==> config.mk <==
export PLATFORM = sky130hd
export DESIGN_NAME = fibonacci_run_code_decoder
export DESIGN_NICKNAME = d
export VERILOG_FILES = /design/src/rtl/fbrc_pkg.sv /design/src/rtl/fbrc_front.sv /design/src/rtl/fbrc_queue.sv /design/src/rtl/fbrc_back.sv /design/src/rtl/fibonacci_run_code_decoder.sv
export SDC_FILE = /design/constraint.sdc
export NUM_CORES = 2
export LEC_CHECK = 0
export ABC_AREA = 1
export BUFFER_PORTS_ARGS = -buffer_cell sky130_fd_sc_hd__buf_2
export CAP_MARGIN = 20
export CORE_MARGIN = 8
export CORE_UTILIZATION = 30
export CTS_CLUSTER_DIAMETER = 30
export CTS_CLUSTER_SIZE = 20
export DETAILED_ROUTE_END_ITERATION = 12
export SYNTH_ARGS = -nofsm -noshare
export SYNTH_HDL_FRONTEND = slang
export SYNTH_HIERARCHICAL = 1
export SYNTH_SLANG_ARGS = --single-unit
==> constraint.sdc <==
create_clock -name clk -period 6 [get_ports clk]
set_input_delay 0.6 -clock clk [delete_from_list [all_inputs] [get_ports clk]]
set_output_delay 0.6 -clock clk [all_outputs]
set_load 0.05 [all_outputs]
==> src/rtl/fbrc_pkg.sv <==
// Shared types, constants and the run length table of the Fibonacci run-code decoder.
package fbrc_pkg;

    // Table geometry and header limits.
    localparam int CODE_ENTRIES     = 128;
    localparam int MAX_LENGTH_INDEX = 19;
    localparam int TABLE_DEPTH      = 128;
    localparam int TABLE_AW         = $clog2(TABLE_DEPTH);
    localparam int LI_W             = 5;
    localparam int SYM_W            = 8;
    localparam int CNT_W            = 13;
    localparam int QUEUE_DEPTH      = 2;
    localparam int QUEUE_AW         = $clog2(QUEUE_DEPTH);
    localparam int QUEUE_CW         = $clog2(QUEUE_DEPTH + 1);

    localparam logic [7:0]       CODE_COUNT_MAX = 8'(CODE_ENTRIES);
    localparam logic [7:0]       LI_MAX_BYTE    = 8'(MAX_LENGTH_INDEX);
    localparam logic [CNT_W-1:0] LITERAL_COUNT  = 13'd1;

    // Header parser phases.
    typedef enum logic [1:0] {
        PH_COUNT  = 2'd0,
        PH_SYMBOL = 2'd1,
        PH_LENGTH = 2'd2,
        PH_DATA   = 2'd3
    } phase_t;

    // One classified data byte on its way from the front to the back.
    typedef struct packed {
        logic             literal;
        logic             bad;
        logic [SYM_W-1:0] symbol;
        logic [LI_W-1:0]  length_index;
    } item_t;

    // Fibonacci repeat count for a length index; indexes past the top saturate.
    function automatic logic [CNT_W-1:0] fib_count(input logic [LI_W-1:0] li);
        logic [CNT_W-1:0] r;
        case (li)
            5'd0:    r = 13'd1;
            5'd1:    r = 13'd1;
            5'd2:    r = 13'd2;
            5'd3:    r = 13'd3;
            5'd4:    r = 13'd5;
            5'd5:    r = 13'd8;
            5'd6:    r = 13'd13;
            5'd7:    r = 13'd21;
            5'd8:    r = 13'd34;
            5'd9:    r = 13'd55;
            5'd10:   r = 13'd89;
            5'd11:   r = 13'd144;
            5'd12:   r = 13'd233;
            5'd13:   r = 13'd377;
            5'd14:   r = 13'd610;
            5'd15:   r = 13'd987;
            5'd16:   r = 13'd1597;
            5'd17:   r = 13'd2584;
            5'd18:   r = 13'd4181;
            default: r = 13'd6765;
        endcase
        return r;
    endfunction

endpackage

==> src/rtl/fbrc_front.sv <==
// Front end: header parser, code table and table read stage for data bytes.
module fbrc_front (
    input  logic                 clk,
    input  logic                 rst_n,
    input  logic                 in_valid,
    output logic                 in_ready,
    input  logic [7:0]           in_byte,
    input  logic                 block_last,
    output logic                 push_valid,
    input  logic                 push_ready,
    output fbrc_pkg::item_t      push_item
);
    import fbrc_pkg::*;

    phase_t           phase_reg, phase_next;
    logic [7:0]       codes_in_block_reg, codes_in_block_next;
    logic [7:0]       codes_loaded_reg, codes_loaded_next;
    logic             stage_valid_reg, stage_valid_next;
    logic             stage_literal_reg;
    logic             stage_bad_reg;
    logic [7:0]       stage_byte_reg;
    logic [SYM_W-1:0] rd_symbol_reg;
    logic [LI_W-1:0]  rd_li_reg;

    logic [SYM_W-1:0] table_symbol [TABLE_DEPTH];
    logic [LI_W-1:0]  table_length_index [TABLE_DEPTH];

    logic                accept;
    logic                accept_data;
    logic                wr_symbol;
    logic                wr_length;
    logic [TABLE_AW-1:0] slot;
    logic [7:0]          loaded_inc;
    logic [7:0]          li_clamped;

    // The stage takes a new byte when it is empty or its word moves on.
    assign in_ready    = !stage_valid_reg || push_ready;
    assign accept      = in_valid && in_ready;
    assign accept_data = accept && (phase_reg == PH_DATA);
    assign wr_symbol   = accept && (phase_reg == PH_SYMBOL);
    assign wr_length   = accept && (phase_reg == PH_LENGTH);
    assign slot        = codes_loaded_reg[TABLE_AW-1:0];
    assign loaded_inc  = codes_loaded_reg + 8'd1;
    assign li_clamped  = (in_byte > LI_MAX_BYTE) ? LI_MAX_BYTE : in_byte;

    // Header parser next state.
    always_comb
    begin
        phase_next          = phase_reg;
        codes_in_block_next = codes_in_block_reg;
        codes_loaded_next   = codes_loaded_reg;
        if (accept)
        begin
            case (phase_reg)
                PH_COUNT:
                begin
                    codes_in_block_next = (in_byte > CODE_COUNT_MAX) ? CODE_COUNT_MAX : in_byte;
                    codes_loaded_next   = 8'd0;
                    phase_next          = (in_byte == 8'd0) ? PH_DATA : PH_SYMBOL;
                end
                PH_SYMBOL:
                begin
                    phase_next = PH_LENGTH;
                end
                PH_LENGTH:
                begin
                    codes_loaded_next = loaded_inc;
                    phase_next = (loaded_inc >= codes_in_block_reg) ? PH_DATA : PH_SYMBOL;
                end
                default:
                begin
                    phase_next = PH_DATA;
                end
            endcase
            if (block_last)
            begin
                phase_next = PH_COUNT;
            end
        end
    end

    always_ff @(posedge clk or negedge rst_n)
    begin
        if (!rst_n)
        begin
            phase_reg          <= PH_COUNT;
            codes_in_block_reg <= 8'd0;
            codes_loaded_reg   <= 8'd0;
        end
        else
        begin
            phase_reg          <= phase_next;
            codes_in_block_reg <= codes_in_block_next;
            codes_loaded_reg   <= codes_loaded_next;
        end
    end

    // Code table: written while the header loads, read once per data byte.
    always_ff @(posedge clk)
    begin
        if (wr_symbol)
        begin
            table_symbol[slot] <= in_byte;
        end
        if (wr_length)
        begin
            table_length_index[slot] <= li_clamped[LI_W-1:0];
        end
        if (accept_data)
        begin
            rd_symbol_reg <= table_symbol[in_byte[TABLE_AW-1:0]];
            rd_li_reg     <= table_length_index[in_byte[TABLE_AW-1:0]];
        end
    end

    // Classification of a data byte, held next to the table read data.
    always_comb
    begin
        stage_valid_next = stage_valid_reg;
        if (accept_data)
        begin
            stage_valid_next = 1'b1;
        end
        else if (push_ready)
        begin
            stage_valid_next = 1'b0;
        end
    end

    always_ff @(posedge clk or negedge rst_n)
    begin
        if (!rst_n)
        begin
            stage_valid_reg <= 1'b0;
        end
        else
        begin
            stage_valid_reg <= stage_valid_next;
        end
    end

    always_ff @(posedge clk)
    begin
        if (accept_data)
        begin
            stage_byte_reg    <= in_byte;
            stage_literal_reg <= !in_byte[7];
            stage_bad_reg     <= in_byte[7]
                && ({1'b0, in_byte[TABLE_AW-1:0]} >= codes_loaded_reg);
        end
    end

    // A bad code carries a zero symbol; a literal carries the byte itself.
    always_comb
    begin
        push_item.literal      = stage_literal_reg;
        push_item.bad          = stage_bad_reg;
        push_item.length_index = rd_li_reg;
        if (stage_literal_reg)
        begin
            push_item.symbol = stage_byte_reg;
        end
        else if (stage_bad_reg)
        begin
            push_item.symbol = '0;
        end
        else
        begin
            push_item.symbol = rd_symbol_reg;
        end
    end

    assign push_valid = stage_valid_reg;

endmodule

==> src/rtl/fbrc_queue.sv <==
// Short queue of classified words between the front and the back.
module fbrc_queue (
    input  logic             clk,
    input  logic             rst_n,
    input  logic             wr_valid,
    output logic             wr_ready,
    input  fbrc_pkg::item_t  wr_item,
    output logic             rd_valid,
    input  logic             rd_ready,
    output fbrc_pkg::item_t  rd_item
);
    import fbrc_pkg::*;

    item_t               entry [QUEUE_DEPTH];
    logic [QUEUE_AW-1:0] wr_ptr_reg, wr_ptr_next;
    logic [QUEUE_AW-1:0] rd_ptr_reg, rd_ptr_next;
    logic [QUEUE_CW-1:0] count_reg, count_next;
    logic                push;
    logic                pop;

    assign wr_ready = (count_reg != QUEUE_CW'(QUEUE_DEPTH));
    assign rd_valid = (count_reg != '0);
    assign push     = wr_valid && wr_ready;
    assign pop      = rd_valid && rd_ready;
    assign rd_item  = entry[rd_ptr_reg];

    // Pointer wrap and fill count.
    always_comb
    begin
        wr_ptr_next = wr_ptr_reg;
        rd_ptr_next = rd_ptr_reg;
        count_next  = count_reg;
        if (push)
        begin
            wr_ptr_next = (wr_ptr_reg == QUEUE_AW'(QUEUE_DEPTH - 1)) ? '0 : wr_ptr_reg + 1'b1;
        end
        if (pop)
        begin
            rd_ptr_next = (rd_ptr_reg == QUEUE_AW'(QUEUE_DEPTH - 1)) ? '0 : rd_ptr_reg + 1'b1;
        end
        if (push && !pop)
        begin
            count_next = count_reg + 1'b1;
        end
        else if (pop && !push)
        begin
            count_next = count_reg - 1'b1;
        end
    end

    always_ff @(posedge clk or negedge rst_n)
    begin
        if (!rst_n)
        begin
            wr_ptr_reg <= '0;
            rd_ptr_reg <= '0;
            count_reg  <= '0;
        end
        else
        begin
            wr_ptr_reg <= wr_ptr_next;
            rd_ptr_reg <= rd_ptr_next;
            count_reg  <= count_next;
        end
    end

    always_ff @(posedge clk)
    begin
        if (push)
        begin
            entry[wr_ptr_reg] <= wr_item;
        end
    end

endmodule

==> src/rtl/fbrc_back.sv <==
// Back end: turns a classified word into a run and holds it in the output register.
module fbrc_back (
    input  logic                         clk,
    input  logic                         rst_n,
    input  logic                         item_valid,
    output logic                         item_ready,
    input  fbrc_pkg::item_t              item,
    output logic                         out_valid,
    input  logic                         out_ready,
    output logic [fbrc_pkg::SYM_W-1:0]   out_symbol,
    output logic [fbrc_pkg::CNT_W-1:0]   repeat_count,
    output logic                         bad_code
);
    import fbrc_pkg::*;

    logic             out_valid_reg, out_valid_next;
    logic [SYM_W-1:0] out_symbol_reg;
    logic [CNT_W-1:0] repeat_count_reg;
    logic             bad_code_reg;
    logic [CNT_W-1:0] count_value;
    logic             load;

    // The output register takes a word when empty or when its word is taken.
    assign item_ready = !out_valid_reg || out_ready;
    assign load       = item_valid && item_ready;

    // Run length: one for a literal, zero for a bad code, else table lookup.
    always_comb
    begin
        if (item.bad)
        begin
            count_value = '0;
        end
        else if (item.literal)
        begin
            count_value = LITERAL_COUNT;
        end
        else
        begin
            count_value = fib_count(item.length_index);
        end
    end

    always_comb
    begin
        out_valid_next = out_valid_reg;
        if (load)
        begin
            out_valid_next = 1'b1;
        end
        else if (out_ready)
        begin
            out_valid_next = 1'b0;
        end
    end

    always_ff @(posedge clk or negedge rst_n)
    begin
        if (!rst_n)
        begin
            out_valid_reg <= 1'b0;
        end
        else
        begin
            out_valid_reg <= out_valid_next;
        end
    end

    always_ff @(posedge clk)
    begin
        if (load)
        begin
            out_symbol_reg   <= item.symbol;
            repeat_count_reg <= count_value;
            bad_code_reg     <= item.bad;
        end
    end

    assign out_valid    = out_valid_reg;
    assign out_symbol   = out_symbol_reg;
    assign repeat_count = repeat_count_reg;
    assign bad_code     = bad_code_reg;

endmodule

==> src/rtl/fibonacci_run_code_decoder.sv <==
// Top level of the Fibonacci run-code decoder: front parser, queue and run output stage.
//
//   Channel  Dir  Word contents (lowest bit first)
//   s_*      in   tdata: in_byte[7:0]; tlast: block_last
//   m_*      out  tdata: out_symbol[7:0], repeat_count[20:8], zero pad; tuser: bad_code
//
// One compressed byte is taken per cycle while s_tready is high; header bytes
// give no output word. A data byte moves through the table read stage, the queue
// and the output register in that order before it can leave on m_tdata.
// Reset clears the parser, the queue and the output valid; the code table
// needs no clearing since only entries loaded by the current header are read.
// A stall on m_tready fills the output register, the two-word queue and the
// table read stage before s_tready drops.
module fibonacci_run_code_decoder (
    input  logic        clk,
    input  logic        rst_n,
    input  logic        s_tvalid,
    output logic        s_tready,
    input  logic [7:0]  s_tdata,   // in_byte[7:0]
    input  logic        s_tlast,
    output logic        m_tvalid,
    input  logic        m_tready,
    output logic [23:0] m_tdata,   // out_symbol[7:0], repeat_count[20:8], zero [23:21]
    output logic        m_tuser    // bad_code
);
    import fbrc_pkg::*;

    logic             fq_valid;
    logic             fq_ready;
    item_t            fq_item;
    logic             qb_valid;
    logic             qb_ready;
    item_t            qb_item;
    logic [SYM_W-1:0] out_symbol;
    logic [CNT_W-1:0] repeat_count;
    logic             bad_code;

    // Parser and code table.
    fbrc_front u_front (
        .clk        (clk),
        .rst_n      (rst_n),
        .in_valid   (s_tvalid),
        .in_ready   (s_tready),
        .in_byte    (s_tdata),
        .block_last (s_tlast),
        .push_valid (fq_valid),
        .push_ready (fq_ready),
        .push_item  (fq_item)
    );

    // Decoupling queue.
    fbrc_queue u_queue (
        .clk      (clk),
        .rst_n    (rst_n),
        .wr_valid (fq_valid),
        .wr_ready (fq_ready),
        .wr_item  (fq_item),
        .rd_valid (qb_valid),
        .rd_ready (qb_ready),
        .rd_item  (qb_item)
    );

    // Run count and output register.
    fbrc_back u_back (
        .clk          (clk),
        .rst_n        (rst_n),
        .item_valid   (qb_valid),
        .item_ready   (qb_ready),
        .item         (qb_item),
        .out_valid    (m_tvalid),
        .out_ready    (m_tready),
        .out_symbol   (out_symbol),
        .repeat_count (repeat_count),
        .bad_code     (bad_code)
    );

    assign m_tdata = {3'b000, repeat_count, out_symbol};
    assign m_tuser = bad_code;

    // A bad code always reports a zero symbol and a zero count.
    assert property (@(posedge clk) disable iff (!rst_n)
        m_tvalid && m_tuser |-> (m_tdata[20:0] == 21'd0))
    else $error("bad code word carries a nonzero symbol or count");

    // A good word never has a zero count.
    assert property (@(posedge clk) disable iff (!rst_n)
        m_tvalid && !m_tuser |-> (m_tdata[20:8] != 13'd0))
    else $error("good word with zero repeat count");

    // Counts stay within the Fibonacci table.
    assert property (@(posedge clk) disable iff (!rst_n)
        m_tvalid |-> (m_tdata[20:8] <= 13'd6765))
    else $error("repeat count beyond table range");

endmodule

==> flow_metrics.tcl <==
set metrics [dict create \
    worstPathMaxFanout 68 \
    rsz0062_at_grt "false" \
    final_core_util_pct 36.3 \
    p_comb_share_pct 6.4 \
    areaGrowthSynthToFinish_pct 20.8 \
    synth-async-reset-ratio_pct 1.36 \
    met2_usage_pct 23.9 \
    grt_antenna_before_repair 12 \
    portBuffers 36 \
    fin_worst_skew_ns 0.0645 \
    clock_sinks 1763 \
    reg2reg_to "u_front/table_length_index[79][1]" \
    drc_errors 0 \
    synth-xor-area-share_pct 0.0566 \
    drtIter0Drc 5386 \
    gr-total-overflow 0 \
    htree_num_levels 5 \
    timing.reg2reg.setup_slack_ns 1.91 \
    cp.required_ns 6.54 \
    placed_cells 10200 \
    power.density_nw_per_um2 394 \
    most-common-layout-cells "2134 x nand2_1, 1739 x edfxtp_1, 1093 x nor2_1, 647 x nand3_1, 532 x inv_1" \
    worst_pin_slew_ns 1.15 \
    finalSetupViolCount 0 \
    finalMaxSlewViolations 0 \
    synth_compound_area_share_pct 3.31 \
    stdcell_count 10900 \
    hold_start "s_tlast" \
    met3_usage_pct 3.27 \
    synthMuxAreaShare_pct 0 \
    power.share.clock_pct 55.1 \
    wl_per_cell_um 19.0 \
    regMostFlops "u_front/table_symbol" \
    grt_max_degree 191 \
    largest_register_ffs 1024 \
    postSynthAreaPerCell_um2 10.6 \
    synth-edff-count 1739 \
    clock-root-buffer "clkbuf_16" \
    cts_resized 0 \
    pwr-share-seq_pct 38.4 \
    synth_area_um2 75200 \
    hold_end "u_front/phase_reg[0]" \
    fin_area_um2 90900 \
    top_usage_layer "met2" \
    status "completed" \
    fin_crit_sh_pct 68.2 \
    die_height_um 517 \
    seq_area_frac_synth_pct 70.2 \
    p_leak_nw 34.4 \
    antenna_left 0 \
    insertion_delay_ns 0.92 \
    initial_core_util_pct 30.1 \
    p_sw_mw 8.18 \
    switching_share_pct 22.9 \
    core.rowCount 184 \
    hold_viol 0 \
    die_area_um2 267000 \
    totalWireLength_um 206000 \
    ys_types 48 \
    grt_pass1_wl_um 309000 \
    gp_congestion 0.843 \
    slew_headroom_pct 23.0 \
    tritoncts "done" \
    synth_seq_cells 1763 \
    hold_path_class "in2reg" \
    layout_min_cycle_time_ns 4.09 \
    final_common_cell "nand2_1" \
    io_pins 40 \
    critPathLaunchType "flop" \
    internal-power_mw 27.6 \
    grt_pass1_vias 49700 \
    clk_pin_slew_ns 0.05 \
    num_vias 51500 \
    viasPerCell 4.74 \
    fin_nets 7257 \
    grtUsageTotal_pct 14.9 \
    worst_r2r_startpoint "u_queue/count_reg[0]" \
    maxCapViolCount 0 \
    fp.coreArea_um2 250000 \
    first_pass_iters 6 \
    yosys.area_share.adder_pct 0.416 \
    synth-simple-area-share_pct 20.8 \
    reg2regPathDepth 9 \
    synth_cells 7129 \
    synth_top_family_by_area "simple AND/OR/NAND/NOR gates" \
    clockBufferDepth 4 \
    biggestRegsByFlops "u_front/table_symbol (1024), u_front/table_length_index (640), u_queue/entry (30)" \
    drive_gt1_share_pct 9.74 \
    peakVddDrop_mv 0.295 \
    place_hpwl_um 118000 \
    yosys_warnings 6 \
    cp-end-kind "flop" \
    ys_dominant_reg_cell "edfxtp_1" \
    startpoint "u_queue/count_reg[0]" \
    max_freq_mhz 245 \
    postCtsSetupBuffers 0 \
    grt_util_met1_pct 19.8 \
    hold_depth 3 \
    numCtsBuffers 375 \
    fp.dieW_um 517 \
    arrival_ns 4.63 \
    path_class "reg2reg" \
    placed_area_um2 78700 \
]
==> per-layer routing <==
layer | share of wire [%] | vias up
li1 | - | 24000
met1 | 41 | 24800
met2 | 47 | 2232
met3 | 8.6 | 434
met4 | 3.5 | 12
met5 | 0.040 | -
==> power groups by stage <==
| stage | clock network, mW | registers (mW) | logic (mW) |
|---|---|---|---|
| global placement | 0 | 14.0 | 2.25 |
| CTS | 20.0 | 13.8 | 2.29 |
| detailed placement | 0 | 14.0 | 2.27 |
| floorplan | 0 | 14.2 | 1.29 |
| finish | 19.7 | 13.8 | 2.30 |
| global route | 20.6 | 13.8 | 2.50 |
==> per-stage QoR <==
stage	TNS (ns)	power, mW	hold slack (ns)	setup slack, ns
finish	0	35.8	0.0585	1.91
global route	0	36.9	0.0470	1.62
CTS	0	36.0	0.000889	2.03
detailed placement	0	16.3	0.468	1.60
global placement	0	16.2	0.466	1.55
floorplan	-33.94	15.5	0.304	-0.133
==> cell type report <==
class,count,area (um2)
clock buffers,427,9750
flip-flops and latches,1763,52800
repair buffers,110,998
clock inverters,243,2440
multi-input cells,4423,18600
well taps,3348,4190
inverters,546,2100
diodes,3,7.51
fillers,24200,159000
==> cells by family (layout without fill, tap and decap cells) <==
| kind of cell | count (synthesis) | after routing |
|---|---|---|
| simple gates | 3915 | 3915 |
| other cells | 1 | 6 |
| fa+ha+maj | 25 | 25 |
| compound gates | 476 | 476 |
| flops | 1763 | 1763 |
| xor+xnor | 4 | 4 |
| buf+inv | 945 | 1326 |
==> cell usage after synthesis, types with 11 or more instances <==
| master | n | area, um2 |
|---|---|---|
| inv_1 | 536 | 2010 |
| o21ai_1 | 19 | 95.1 |
| clkbuf_1 | 160 | 601 |
| a21oi_1 | 38 | 190 |
| buf_6 | 11 | 124 |
| buf_1 | 69 | 259 |
| o21ai_0 | 372 | 1860 |
| nand3_1 | 647 | 3240 |
| dfrtp_1 | 24 | 601 |
| buf_4 | 29 | 218 |
| edfxtp_1 | 1739 | 52200 |
| o22ai_1 | 32 | 200 |
| buf_2 | 130 | 651 |
| ha_1 | 25 | 313 |
| nand2_1 | 2137 | 8020 |
| nor2_1 | 1100 | 4130 |
==> critical path, stage by stage, from the launching register on <==
cell and delay (ns):
dfrtp_1 0.39, inv_2 0.08, nand2_4 0.07, inv_1 0.04, nand2_1 0.08, nand2_1 0.25, nor2_1 0.77, nand2_4 0.68
buf_4 0.66, nor2_1 0.60
==> repair_timing <==
action                     in CTS  in global routing
setup endpoints to repair       0                  0
hold endpoints to repair       29                  0
hold buffers                    2                  0
==> worst max-delay path by stage <==
stage                                        endpoint  slack, ns  cells after the start
floorplan            u_front/table_length_index[0][3]      -0.13                      5
global placement             u_front/rd_symbol_reg[2]       1.55                     12
detailed placement           u_front/rd_symbol_reg[2]       1.60                     12
CTS                 u_front/table_length_index[78][0]       2.03                      9
global route         u_front/table_length_index[0][3]       1.62                      9
finish              u_front/table_length_index[79][1]       1.91                      9
No activity file was read; power rests on OpenSTA's default activity.
